`src/rtl/bfac_pkg.sv`:
```
// bfac_pkg: shared constants, types and state encodings for the bloom filter block
// no dependencies; used by every module in rtl/
package bfac_pkg;

  // filter geometry
  localparam int NUM_BITS   = 20;
  localparam int NUM_HASHES = 3;

  // hash accumulator
  localparam int ACC_W         = 64;
  localparam int BYTE_W        = 8;
  localparam int ACC_INIT      = 5381;
  localparam int ACC_MUL_SHIFT = 5;   // h*33 = (h << 5) + h

  // remainder unit: RADIX bits of the dividend per cycle
  localparam int RADIX     = 4;
  localparam int DIV_STEPS = ACC_W / RADIX;
  localparam int STEP_W    = $clog2(DIV_STEPS);
  localparam int REM_W     = $clog2(NUM_BITS);
  localparam int HIDX_W    = (NUM_HASHES > 1) ? $clog2(NUM_HASHES) : 1;

  localparam logic [REM_W:0] NUM_BITS_CMP = (REM_W + 1)'(NUM_BITS);

  // front-to-back queue, depth is a power of two
  localparam int QDEPTH = 2;
  localparam int QPTR_W = $clog2(QDEPTH);

  // mode codes
  localparam logic MODE_ADD   = 1'b0;
  localparam logic MODE_CHECK = 1'b1;

  typedef logic [NUM_HASHES-1:0][ACC_W-1:0] acc_vec_t;

  typedef struct packed {
    logic     mode;
    acc_vec_t acc;
  } q_entry_t;

  typedef struct packed {
    logic full;
    logic empty;
  } q_stat_t;

  typedef enum logic [0:0] {
    FR_IDLE,
    FR_SCALE
  } front_state_t;

  typedef enum logic [2:0] {
    BK_CLEAR,
    BK_IDLE,
    BK_DIV,
    BK_MEM,
    BK_CHK,
    BK_OUT
  } back_state_t;

endpackage

```
`src/rtl/bloom_filter_add_check.sv`:
```
// bloom_filter_add_check: top level of the byte-string bloom filter
// depends on bfac_pkg, bfac_front, bfac_queue, bfac_back
//
//   channel  | direction | handshake          | payload
//   ---------+-----------+--------------------+----------------------------
//   input    | in        | push / full        | in_mode, in_byte_value
//   result   | out       | empty / pop        | out_present, out_was_check
//
// a nonzero byte goes through the front as h*33+c, then times the seed
// a terminator lands in the 2-deep string queue
// the back handles one string at a time, its hashes in turn through the shared
//   remainder unit at RADIX dividend bits per cycle
// after reset a clearing pass over all NUM_BITS filter bits keeps full high
// a waiting result does not stall the front until the string queue fills
module bloom_filter_add_check (
  input  logic                         clk,
  input  logic                         rst_n,
  input  logic                         push,
  output logic                         full,
  input  logic                         in_mode,
  input  logic [bfac_pkg::BYTE_W-1:0]  in_byte_value,
  output logic                         empty,
  input  logic                         pop,
  output logic                         out_present,
  output logic                         out_was_check
);

  // front to queue
  logic               q_push;
  bfac_pkg::q_entry_t q_entry;
  // queue to back
  bfac_pkg::q_entry_t q_head;
  bfac_pkg::q_stat_t  q_stat;
  logic               q_pop;
  // back status: filter memory sweep in progress
  logic               clearing;
  logic               out_valid;

  bfac_front u_front (
    .clk           (clk),
    .rst_n         (rst_n),
    .push          (push),
    .full          (full),
    .in_mode       (in_mode),
    .in_byte_value (in_byte_value),
    .q_stat        (q_stat),
    .clearing      (clearing),
    .q_push        (q_push),
    .q_entry       (q_entry)
  );

  // decouples string intake from the slow per-string back end
  bfac_queue u_queue (
    .clk     (clk),
    .rst_n   (rst_n),
    .q_push  (q_push),
    .q_entry (q_entry),
    .q_pop   (q_pop),
    .q_head  (q_head),
    .q_stat  (q_stat)
  );

  // remainder unit, filter memory and the result register
  bfac_back u_back (
    .clk           (clk),
    .rst_n         (rst_n),
    .q_head        (q_head),
    .q_stat        (q_stat),
    .q_pop         (q_pop),
    .clearing      (clearing),
    .out_pop       (pop),
    .out_valid     (out_valid),
    .out_present   (out_present),
    .out_was_check (out_was_check)
  );

  // result side looks like a queue: empty while no item waits
  assign empty = !out_valid;

endmodule

```
`src/rtl/bfac_front.sv`:
```
// bfac_front: byte intake and hash accumulators, hands finished strings to the queue
// depends on bfac_pkg
module bfac_front (
  input  logic                         clk,
  input  logic                         rst_n,
  input  logic                         push,
  output logic                         full,
  input  logic                         in_mode,
  input  logic [bfac_pkg::BYTE_W-1:0]  in_byte_value,
  input  bfac_pkg::q_stat_t            q_stat,
  input  logic                         clearing,
  output logic                         q_push,
  output bfac_pkg::q_entry_t           q_entry
);

  bfac_pkg::front_state_t state_r, state_nxt;
  bfac_pkg::acc_vec_t     acc_r, acc_nxt;
  bfac_pkg::acc_vec_t     t_r, t_nxt;
  logic                   accept;
  logic                   is_term;

  assign full    = (state_r != bfac_pkg::FR_IDLE) || q_stat.full || clearing;
  assign accept  = push && !full;
  assign is_term = (in_byte_value == '0);

  // next state
  always_comb begin
    state_nxt = state_r;
    case (state_r)
      bfac_pkg::FR_IDLE: begin
        if (accept && !is_term) state_nxt = bfac_pkg::FR_SCALE;
      end
      bfac_pkg::FR_SCALE: begin
        state_nxt = bfac_pkg::FR_IDLE;
      end
      default: state_nxt = bfac_pkg::FR_IDLE;
    endcase
  end

  // outputs
  always_comb begin
    q_push        = 1'b0;
    q_entry.mode  = in_mode;
    q_entry.acc   = acc_r;
    case (state_r)
      bfac_pkg::FR_IDLE:  q_push = accept && is_term;
      bfac_pkg::FR_SCALE: q_push = 1'b0;
      default:            q_push = 1'b0;
    endcase
  end

  // accumulator datapath: h*33 + c on accept, then times the seed; a terminator reloads ACC_INIT
  always_comb begin
    acc_nxt = acc_r;
    t_nxt   = t_r;
    for (int s = 0; s < bfac_pkg::NUM_HASHES; s++) begin
      t_nxt[s] = (acc_r[s] << bfac_pkg::ACC_MUL_SHIFT) + acc_r[s]
               + bfac_pkg::ACC_W'(in_byte_value);
    end
    if (state_r == bfac_pkg::FR_SCALE) begin
      for (int s = 0; s < bfac_pkg::NUM_HASHES; s++) begin
        acc_nxt[s] = t_r[s] * bfac_pkg::ACC_W'(s + 1);
      end
    end else if (accept && is_term) begin
      for (int s = 0; s < bfac_pkg::NUM_HASHES; s++) begin
        acc_nxt[s] = bfac_pkg::ACC_W'(bfac_pkg::ACC_INIT);
      end
    end
  end

  always_ff @(posedge clk) begin
    if (!rst_n) begin
      state_r <= bfac_pkg::FR_IDLE;
      for (int s = 0; s < bfac_pkg::NUM_HASHES; s++) begin
        acc_r[s] <= bfac_pkg::ACC_W'(bfac_pkg::ACC_INIT);
      end
    end else begin
      state_r <= state_nxt;
      acc_r   <= acc_nxt;
    end
  end

  always_ff @(posedge clk) begin
    t_r <= t_nxt;
  end

endmodule

```
`src/rtl/bfac_queue.sv`:
```
// bfac_queue: short fifo of finished strings between front and back
// depends on bfac_pkg
module bfac_queue (
  input  logic               clk,
  input  logic               rst_n,
  input  logic               q_push,
  input  bfac_pkg::q_entry_t q_entry,
  input  logic               q_pop,
  output bfac_pkg::q_entry_t q_head,
  output bfac_pkg::q_stat_t  q_stat
);

  bfac_pkg::q_entry_t             slot_r [bfac_pkg::QDEPTH];
  logic [bfac_pkg::QPTR_W-1:0]    wp_r, wp_nxt;
  logic [bfac_pkg::QPTR_W-1:0]    rp_r, rp_nxt;
  logic [bfac_pkg::QPTR_W:0]      cnt_r, cnt_nxt;

  assign q_stat.full  = (cnt_r == (bfac_pkg::QPTR_W + 1)'(bfac_pkg::QDEPTH));
  assign q_stat.empty = (cnt_r == '0);
  assign q_head       = slot_r[rp_r];

  always_comb begin
    wp_nxt  = wp_r;
    rp_nxt  = rp_r;
    cnt_nxt = cnt_r;
    if (q_push) wp_nxt = wp_r + 1'b1;
    if (q_pop)  rp_nxt = rp_r + 1'b1;
    case ({q_push, q_pop})
      2'b10:   cnt_nxt = cnt_r + 1'b1;
      2'b01:   cnt_nxt = cnt_r - 1'b1;
      default: cnt_nxt = cnt_r;
    endcase
  end

  always_ff @(posedge clk) begin
    if (!rst_n) begin
      wp_r  <= '0;
      rp_r  <= '0;
      cnt_r <= '0;
    end else begin
      wp_r  <= wp_nxt;
      rp_r  <= rp_nxt;
      cnt_r <= cnt_nxt;
    end
  end

  always_ff @(posedge clk) begin
    if (q_push) slot_r[wp_r] <= q_entry;
  end

endmodule

```
`src/rtl/bfac_back.sv`:
```
// bfac_back: per-string remainder unit, filter bit memory and result register
// depends on bfac_pkg
module bfac_back (
  input  logic               clk,
  input  logic               rst_n,
  input  bfac_pkg::q_entry_t q_head,
  input  bfac_pkg::q_stat_t  q_stat,
  output logic               q_pop,
  output logic               clearing,
  input  logic               out_pop,
  output logic               out_valid,
  output logic               out_present,
  output logic               out_was_check
);

  bfac_pkg::back_state_t          state_r, state_nxt;
  logic [bfac_pkg::REM_W-1:0]     clr_r, clr_nxt;
  logic [bfac_pkg::HIDX_W-1:0]    hidx_r, hidx_nxt, hidx_inc;
  logic [bfac_pkg::STEP_W-1:0]    step_r, step_nxt;
  logic [bfac_pkg::REM_W-1:0]     rem_r, rem_nxt, rem_div;
  logic [bfac_pkg::ACC_W-1:0]     sh_r, sh_nxt;
  bfac_pkg::acc_vec_t             accs_r, accs_nxt;
  logic                           mode_r, mode_nxt;
  logic                           allset_r, allset_nxt;
  logic                           out_valid_r, out_valid_nxt;
  logic                           out_present_r, out_present_nxt;
  logic                           out_was_check_r, out_was_check_nxt;
  logic                           clr_last, step_last, hash_last;
  logic                           mem_we, mem_wd;
  logic [bfac_pkg::REM_W-1:0]     mem_wa;
  logic                           rd_r;
  logic                           filter_mem [bfac_pkg::NUM_BITS];

  assign clr_last  = (clr_r == bfac_pkg::REM_W'(bfac_pkg::NUM_BITS - 1));
  assign step_last = (step_r == bfac_pkg::STEP_W'(bfac_pkg::DIV_STEPS - 1));
  assign hash_last = (hidx_r == bfac_pkg::HIDX_W'(bfac_pkg::NUM_HASHES - 1));
  assign hidx_inc  = hidx_r + 1'b1;

  assign out_valid     = out_valid_r;
  assign out_present   = out_present_r;
  assign out_was_check = out_was_check_r;

  // RADIX restoring remainder steps, msb first
  always_comb begin
    logic [bfac_pkg::REM_W:0]   w;
    logic [bfac_pkg::REM_W-1:0] r;
    r = rem_r;
    w = '0;
    for (int i = 0; i < bfac_pkg::RADIX; i++) begin
      w = {r, sh_r[bfac_pkg::ACC_W-1-i]};
      if (w >= bfac_pkg::NUM_BITS_CMP) w = w - bfac_pkg::NUM_BITS_CMP;
      r = w[bfac_pkg::REM_W-1:0];
    end
    rem_div = r;
  end

  // next state
  always_comb begin
    state_nxt = state_r;
    case (state_r)
      bfac_pkg::BK_CLEAR: if (clr_last) state_nxt = bfac_pkg::BK_IDLE;
      bfac_pkg::BK_IDLE:  if (!q_stat.empty) state_nxt = bfac_pkg::BK_DIV;
      bfac_pkg::BK_DIV:   if (step_last) state_nxt = bfac_pkg::BK_MEM;
      bfac_pkg::BK_MEM:   state_nxt = bfac_pkg::BK_CHK;
      bfac_pkg::BK_CHK:   state_nxt = hash_last ? bfac_pkg::BK_OUT : bfac_pkg::BK_DIV;
      bfac_pkg::BK_OUT:   if (!out_valid_r) state_nxt = bfac_pkg::BK_IDLE;
      default:            state_nxt = bfac_pkg::BK_CLEAR;
    endcase
  end

  // outputs
  always_comb begin
    q_pop    = 1'b0;
    clearing = 1'b0;
    mem_we   = 1'b0;
    mem_wa   = rem_r;
    mem_wd   = 1'b1;
    case (state_r)
      bfac_pkg::BK_CLEAR: begin
        clearing = 1'b1;
        mem_we   = 1'b1;
        mem_wa   = clr_r;
        mem_wd   = 1'b0;
      end
      bfac_pkg::BK_IDLE: q_pop  = !q_stat.empty;
      bfac_pkg::BK_MEM:  mem_we = (mode_r == bfac_pkg::MODE_ADD);
      default: begin
      end
    endcase
  end

  // datapath
  always_comb begin
    clr_nxt           = clr_r;
    hidx_nxt          = hidx_r;
    step_nxt          = step_r;
    rem_nxt           = rem_r;
    sh_nxt            = sh_r;
    accs_nxt          = accs_r;
    mode_nxt          = mode_r;
    allset_nxt        = allset_r;
    out_valid_nxt     = out_valid_r;
    out_present_nxt   = out_present_r;
    out_was_check_nxt = out_was_check_r;
    if (out_pop && out_valid_r) out_valid_nxt = 1'b0;
    case (state_r)
      bfac_pkg::BK_CLEAR: clr_nxt = clr_r + 1'b1;
      bfac_pkg::BK_IDLE: begin
        if (!q_stat.empty) begin
          accs_nxt   = q_head.acc;
          mode_nxt   = q_head.mode;
          allset_nxt = 1'b1;
          hidx_nxt   = '0;
          step_nxt   = '0;
          rem_nxt    = '0;
          sh_nxt     = q_head.acc[0];
        end
      end
      bfac_pkg::BK_DIV: begin
        rem_nxt  = rem_div;
        sh_nxt   = sh_r << bfac_pkg::RADIX;
        step_nxt = step_r + 1'b1;
      end
      bfac_pkg::BK_CHK: begin
        if (mode_r == bfac_pkg::MODE_CHECK && !rd_r) allset_nxt = 1'b0;
        if (!hash_last) begin
          hidx_nxt = hidx_inc;
          step_nxt = '0;
          rem_nxt  = '0;
          sh_nxt   = accs_r[hidx_inc];
        end
      end
      bfac_pkg::BK_OUT: begin
        if (!out_valid_r) begin
          out_valid_nxt     = 1'b1;
          out_present_nxt   = (mode_r == bfac_pkg::MODE_CHECK) && allset_r;
          out_was_check_nxt = mode_r;
        end
      end
      default: begin
      end
    endcase
  end

  always_ff @(posedge clk) begin
    if (!rst_n) begin
      state_r     <= bfac_pkg::BK_CLEAR;
      clr_r       <= '0;
      hidx_r      <= '0;
      step_r      <= '0;
      out_valid_r <= 1'b0;
    end else begin
      state_r     <= state_nxt;
      clr_r       <= clr_nxt;
      hidx_r      <= hidx_nxt;
      step_r      <= step_nxt;
      out_valid_r <= out_valid_nxt;
    end
  end

  always_ff @(posedge clk) begin
    rem_r           <= rem_nxt;
    sh_r            <= sh_nxt;
    accs_r          <= accs_nxt;
    mode_r          <= mode_nxt;
    allset_r        <= allset_nxt;
    out_present_r   <= out_present_nxt;
    out_was_check_r <= out_was_check_nxt;
  end

  // filter bit memory, one write and one registered read port
  always_ff @(posedge clk) begin
    if (mem_we) filter_mem[mem_wa] <= mem_wd;
    rd_r <= filter_mem[rem_r];
  end

endmodule

```
`config.mk`:
```
export PLATFORM = sky130hd
export DESIGN_NAME = bloom_filter_add_check
export DESIGN_NICKNAME = d
export VERILOG_FILES = /design/src/rtl/bfac_pkg.sv /design/src/rtl/bloom_filter_add_check.sv /design/src/rtl/bfac_front.sv /design/src/rtl/bfac_queue.sv /design/src/rtl/bfac_back.sv
export SDC_FILE = /design/constraint.sdc
export NUM_CORES = 2
export LEC_CHECK = 0
export BUFFER_PORTS_ARGS = -buffer_cell sky130_fd_sc_hd__buf_2
export CAP_MARGIN = 15
export CORE_ASPECT_RATIO = 0.6
export CORE_MARGIN = 5
export CORE_UTILIZATION = 40
export CTS_BUF_LIST = sky130_fd_sc_hd__clkbuf_2 sky130_fd_sc_hd__clkbuf_4 sky130_fd_sc_hd__clkbuf_8
export DETAILED_ROUTE_END_ITERATION = 7
export MAX_ROUTING_LAYER = met4
export SYNTH_ARGS = -nofsm -noshare
export SYNTH_HDL_FRONTEND = slang
export SYNTH_SLANG_ARGS = --single-unit
```
`constraint.sdc`:
```
create_clock -name clk -period 19 [get_ports clk]
set_input_delay 1.9 -clock clk [delete_from_list [all_inputs] [get_ports clk]]
set_output_delay 1.9 -clock clk [all_outputs]
set_load 0.02 [all_outputs]
```
* Word-level counts from Yosys, hierarchy flattened
Memories as Yosys holds them, arrays and structs flattened. A register that Yosys moved wholly into a read port is not among the register bits.
Cells that the tools add are included.
** Word-level totals
- Flip-flop bits (word level) :: 668
- Bits in writable memories :: 406
- Output and inout port bits :: 4
- Logic and storage cells :: 143
- Memories kept :: 2
** Cells by class
- Add/sub/neg operators :: 17
- $mul :: 1
- Magnitude comparators :: 5
- Equality and inequality tests :: 17
- Multiplexer cells :: 47
- Bitwise operators :: 4
- Reductions and logical operators :: 26
** Memories
- u_queue.slot_r :: depth 2, bits a word 193, read ports 1, clocked after Yosys merged registers in 1, write ports 1, RTL line bfac_queue.sv:13 : bfac_pkg::q_entry_t slot_r [bfac_pkg::QDEPTH];
- u_back.filter_mem :: depth 20, bits a word 1, read ports 1, clocked after Yosys merged registers in 1, write ports 1, RTL line bfac_back.sv:32 : logic filter_mem [bfac_pkg::NUM_BITS];
** Operators by type and width (count)
- two-way mux 192 bit :: 2
- two-way mux 64 bit :: 3
- case mux 64 bit (3 select lines) :: 1
- adder 64 bit :: 2
- adder 64 x 8 -> 64 bit :: 2
- binary-select mux 64 bit (select 2 bit) :: 1
- multiplier 64 x 2 -> 64 bit, second input constant :: 1
- adder 63 bit :: 1
- adder 63 x 8 -> 63 bit :: 1
- two-way mux 5 bit :: 7
- >= comparator 6 x 5 -> 1 bit, second input constant :: 4
- subtractor 5 bit, second input constant :: 4
- case mux 3 bit (6 select lines) :: 1
- two-way mux 1 bit :: 15
- two-way mux 3 bit :: 5
- case mux 5 bit (3 select lines) :: 1
- case mux 4 bit (3 select lines) :: 1
- AND reduction 3 bit :: 3
- logical NOT 8 bit :: 1
- two-way mux 4 bit :: 2
- case mux 1 bit (2 select lines) :: 4
- case mux 2 bit (2 select lines) :: 2
- == test 2 bit, second input constant :: 3
- == test 3 x 2 -> 1 bit, second input constant :: 2
- 24 further kinds :: 48

* Depth between registers and ports, before layout
- Depth in word-level cells :: 9
- Depth in mapped cells :: 22
- Gate-level depth less buffers :: 22

* Modules after synthesis
From an unflattened synthesis, not the netlist that was laid out.
** Unflattened totals
- Cells, all modules :: 4874
- Area total of the unflattened synthesis :: 54334.6 µm²
** By module, submodules not included
- bfac_front :: times used 1, cells an instance 3386, area each 27822.9 µm², seq. area each 7687.4 µm²
- bfac_queue :: times used 1, cells an instance 622, area each 14128.6 µm², seq. area each 11691.2 µm²
- bfac_back :: times used 1, cells an instance 865, area each 12379.4 µm², seq. area each 8878.5 µm²
- bloom_filter_add_check :: times used 1, cells an instance 1, area each 3.8 µm², seq. area each 0.0 µm²

* Least setup slack after synthesis
OpenSTA, ideal clock, no wires.
- Path kind :: reg2reg
- From :: register u_back.state_r[1]
- To :: register u_queue.cnt_r[1] (netlist name)
- Arrival :: 16159 ps
- Data required time :: 18930 ps
- Slack :: 2770 ps
- Cell stages (with the launch flop) :: 7
- Path buffers :: 1
- Clock period less this slack :: 16230 ps
- Path through :: dfxtp_1 clkbuf_1 nand2b_1 nor3_1 ha_1 or3_1 a21oi_1
** Between the ends
- Elaborated cells between the ends (all ways) :: 13
- Those cells by class :: eq/ne (3); mux (4); reduce/logical (6)
** RTL lines
- from (decl) :: RTL line bfac_back.sv:16 : bfac_pkg::back_state_t state_r, state_nxt;
- from (signal assigned) :: RTL line bfac_back.sv:147 : state_r <= bfac_pkg::BK_CLEAR;
- from (signal assigned) :: RTL line bfac_back.sv:153 : state_r <= state_nxt;
- == test 3 x 1 -> 1 bit * :: RTL line bfac_back.sv:78 : case (state_r)
- two-way mux 1 bit * :: RTL line bfac_back.sv:78
- net q_pop :: RTL line bloom_filter_add_check.sv:34 : logic q_pop;
- == test 2 x 1 -> 1 bit / == test 2 bit (equally long branches) :: RTL line bfac_queue.sv:28 : case ({q_push, q_pop})
- case mux 2 bit (2 select lines) / nonzero test 2 bit (equally long branches)
- to (signal assigned) :: RTL line bfac_queue.sv:43 : cnt_r <= cnt_nxt;
- to (decl) :: RTL line bfac_queue.sv:16 : logic [bfac_pkg::QPTR_W:0] cnt_r, cnt_nxt;
The timed path passes the listed nets; every way through them passes the cells marked *.
A chain may end at the register's enable or synchronous reset.

* Worst setup path after layout
- From :: register u_back.state_r[0]
- To :: output port full
** Between the ends
- Cells in the longest elaborated chain, start to end :: 3
** Ends and longest elaborated chain
- logical NOT 3 bit :: RTL line bfac_back.sv:78
- two-way mux 1 bit :: RTL line bfac_back.sv:78
- logical OR 1 bit :: RTL line bfac_front.sv:22 : assign full = (state_r != bfac_pkg::FR_IDLE) || q_stat.full || clearing;
- to (decl) :: RTL line bloom_filter_add_check.sv:19 : output logic full,
No other way between the ends.

==> results.sh <==
export IMPL_postLayoutCoreUtil_pct=44.0
export IMPL_ys_seq_area_share_pct=52.1
export IMPL_syn_area_um2=54200
export IMPL_cts_repair_resized=0
export IMPL_post_synth_cell_area_avg_um2=11.2
export IMPL_yosys_area_share_simple_pct=9.26
export IMPL_synth_cells=4845
export IMPL_crit_path_end_kind="primary output"
export IMPL_grt_pass1_vias=35243
export IMPL_core_rowCount=104
export IMPL_die_h_um=295
export IMPL_synthArstFlopShare_pct=0
export IMPL_ioPinCount=17
export IMPL_p_int_mw=3.49
export IMPL_cp_startpoint="u_back.state_r[0]"
export IMPL_overflow=0
export IMPL_ys_warn_count=0
export IMPL_setup_ws_ns=13.56
export IMPL_ctsHoldBuffers=0
export IMPL_fmax_mhz=184
export IMPL_multiInputGateArea_um2=24600
export IMPL_totalWireLength_um=148000
export IMPL_grt_first_pass_wirelength_um=223000
export IMPL_register_area_um2=28300
export IMPL_grt_antenna_before_repair=6
export IMPL_max_slew_worst_pin_slew_ns=1.14
export IMPL_setup_viol=0
export IMPL_status="finished, final reports clean"
export IMPL_fp_dieW_um=485
export IMPL_seq_power_share_pct=55.1
export IMPL_grtUsageTotal_pct=20.7
export IMPL_hpwl_um=103000
export IMPL_worstHoldStart="u_front.t_r[12]"
export IMPL_post_cts_setup_buffers=0
export IMPL_htree_levels=4
export IMPL_reg2regPathDepth=8
export IMPL_finalCriticalPeriod_ns=5.44
export IMPL_cap_viol_max_count=0
export IMPL_max_clock_path_buffers=3
export IMPL_max_slew_margin_rel_pct=24.2
export IMPL_synth_top_family_by_area="compound AO/OA/AOI/OAI gates"
export IMPL_cts_tree="yes"
export IMPL_initial_core_util_pct=40.3
export IMPL_hold_class="reg -> reg"
export IMPL_synth_fa_ha_area_share_pct=10.6
export IMPL_dp_slack_ns=13.15
export IMPL_path_class="reg -> out"
export IMPL_comb_power_share_pct=1.8
export IMPL_synth_edff_count=671
export IMPL_synth_main_ff_cell="edfxtp_1"
export IMPL_synthMuxAreaShare_pct=5.63
export IMPL_cts_buffers=155
export IMPL_area_growth_pct=9.23
export IMPL_synth_compound_gate_area_share_pct=15.7
export IMPL_power_density_nw_per_um2=75.5
export IMPL_port_buffers=16
export IMPL_gp_congestion=0.924
export IMPL_via_count=38135
export IMPL_peakVddDrop_mv=0.0506
export IMPL_vias_per_cell=5.65
export IMPL_clk_pin_slew_ns=0.07
export IMPL_cts_root_buffer="clkbuf_8"
export IMPL_nets=5270
export IMPL_grt_max_degree=137
export IMPL_first_pass_iters=5
export IMPL_fillCellCount=12400
export IMPL_critPathArrivalTime_ns=3.54
export IMPL_cts_sinks=1076
export IMPL_finalSetupTns_ns=0
export IMPL_p_leak_nw=24.5
export IMPL_synth_xor_area_share_pct=4.07
export IMPL_post_route_period_util_pct=28.6
export IMPL_first_iter_violations=4145
export IMPL_ys_ff_latch=1076
export IMPL_rsz0062_at_grt="false"
export IMPL_antenna_left=0
export IMPL_synth_net_count=5308
export IMPL_route_detailed_drc=0
export IMPL_hold_viol=0
export IMPL_path_max_fanout=25
export IMPL_switchingPower_uw=982
export IMPL_drv_slew=0
export IMPL_p_clk_share_pct=43.1
export IMPL_finClkSkew_ns=0.0267
export IMPL_drive_gt1_share_pct=11.8
export IMPL_start_kind="flop"
export IMPL_core_area_um2=134000
export IMPL_ys_types=95
export IMPL_dieArea_um2=143000
export IMPL_switching_share_pct=22.0
export IMPL_required_ns=17.10
export IMPL_regToRegStartpoint="u_back.state_r[0]"
export IMPL_min_path_cells=2
export IMPL_clk_latency_ns=0.84
export IMPL_wl_per_cell_um=22.0
through the flow:
stage	total power, mW	instance area (um^2)	instances	hold slack (ns)
4_1_cts	4.52	59200	6742	0.434
3_5_place_dp	2.60	56000	6452	0.436
2_1_floorplan	2.57	54200	4845	0.417
3_3_place_gp	2.59	56000	6452	0.425
6_report	4.47	59200	6745	0.439
5_1_grt	4.65	59200	6743	0.461
power by group through the flow:
stage               registers (mW)  logic (mW)  clock network [mW]
detailed placement            2.51      0.0810                   0
floorplan                     2.51      0.0572                   0
finish                        2.46      0.0822                1.93
global placement              2.51      0.0806                   0
global route                  2.46      0.0916                2.09
CTS                           2.46      0.0818                1.97
cells in the mapped netlist, drive strengths merged (14+ instances only):
cell	count	area share (%)
mux2	193	4.0
and3	160	1.8
a211oi	30	0.42
o21ai	185	1.7
o22ai	65	0.75
edfxtp	671	37
nand4	42	0.48
buf	30	0.24
nand2	220	1.5
nand2b	24	0.28
a31oi	38	0.44
and2	19	0.22
o21a	26	0.36
nor3	46	0.42
ha	437	10
nor2	418	2.9
o21bai	47	0.65
clkbuf	217	1.5
mux2i	74	1.4
nand3	50	0.46
xor2	96	1.6
a221oi	70	1.2
a22oi	14	0.19
xnor2	156	2.5
dfxtp	405	15
a21o	174	2.4
nor2b	25	0.29
a21oi	566	5.3
inv	132	0.91
state kept, by name, indices dropped and copies added, names as in the netlist, named ones only:
name	flops
u_back.filter_mem	20
u_queue.slot_r	386
u_back.state_r	3
u_front.q_entry	192
u_back.rem_r	5
u_back.out_valid	1
u_back.out_present	1
u_front.state_r	1
u_queue.rp_r	1
u_back.rd_r	1
u_back.clr_r	5
u_back.allset_r	1
u_back.hidx_r	2
u_back.mode_r	1
u_queue.wp_r	1
u_back.step_r	4
u_back.sh_r	64
u_back.out_was_check	1
u_front.t_r	191
u_queue.cnt_r	2
u_back.accs_r	192
routing by layer:
metal | routed length [um] | track usage (%)
met4 | 2080 | 4.32
met1 | 77900 | 33.5
met3 | 14000 | 5.47
met2 | 54200 | 25.0
met5 | 0 | -
kinds of logic after synthesis:
group,count (synthesis)
XOR/XNOR,252
adder cells (fa/ha/maj),450
AO/OA/AOI/OAI,1349
buffers and inverters,380
multiplexers,273
flip-flops,1076
AND/OR/NAND/NOR,1065
cells in the final DEF (no fill, tap or decap), types with 13 or more instances in the layout:
cell / netlist / layout
a221oi_1: 68 / 68
mux2i_1: 73 / 73
o21a_1: 26 / 26
nand2_1: 220 / 220
a22oi_1: 14 / 14
nor2b_1: 25 / 24
nor2_1: 418 / 417
and2_1: 19 / 18
o22ai_1: 65 / 65
nand4_1: 42 / 42
a31oi_1: 38 / 38
and3_1: 160 / 160
nand3_1: 50 / 50
nand2b_1: 24 / 23
clkinv_1: 1 / 18
ha_1: 437 / 436
buf_2: 10 / 16
a21o_1: 174 / 174
buf_4: 0 / 32
mux2_2: 192 / 192
xnor2_1: 156 / 156
o21ai_1: 50 / 50
inv_1: 131 / 128
fa_1: 13 / 13
clkbuf_8: 0 / 171
a21oi_1: 562 / 562
edfxtp_1: 671 / 671
o21bai_1: 47 / 47
clkinv_2: 0 / 15
clkbuf_4: 0 / 71
xor2_1: 96 / 96
nor3_1: 46 / 44
a211oi_1: 29 / 29
dfxtp_1: 405 / 399
o21ai_0: 132 / 131
final cells by class:
type | instances | share of cell area (%)
Tap cell | 1802 | 3.81
Clock buffer | 242 | 4.88
Inverter | 133 | 0.860
Antenna cell | 3 | 0.0127
Clock inverter | 48 | 0.545
Sequential cell | 1076 | 47.8
Timing Repair Buffer | 52 | 0.676
Multi-Input combinational cell | 3389 | 41.5
critical path: stages, from the launching register on:
cell	delay (ns)
dfxtp_2	0.75
or2_2	0.58
nor2_1	0.28
nor3_1	0.69
inv_1	0.19
buf_2	0.21
path summary, 6_finish.rpt:
kind	end	slack [ns]
max	full	13.56
min	u_front.q_entry[12]	0.44
max reg2reg	u_queue.slot_r[1][123]	13.81
min reg2reg	u_front.q_entry[12]	0.44
Power figures use the tool's default switching activity.
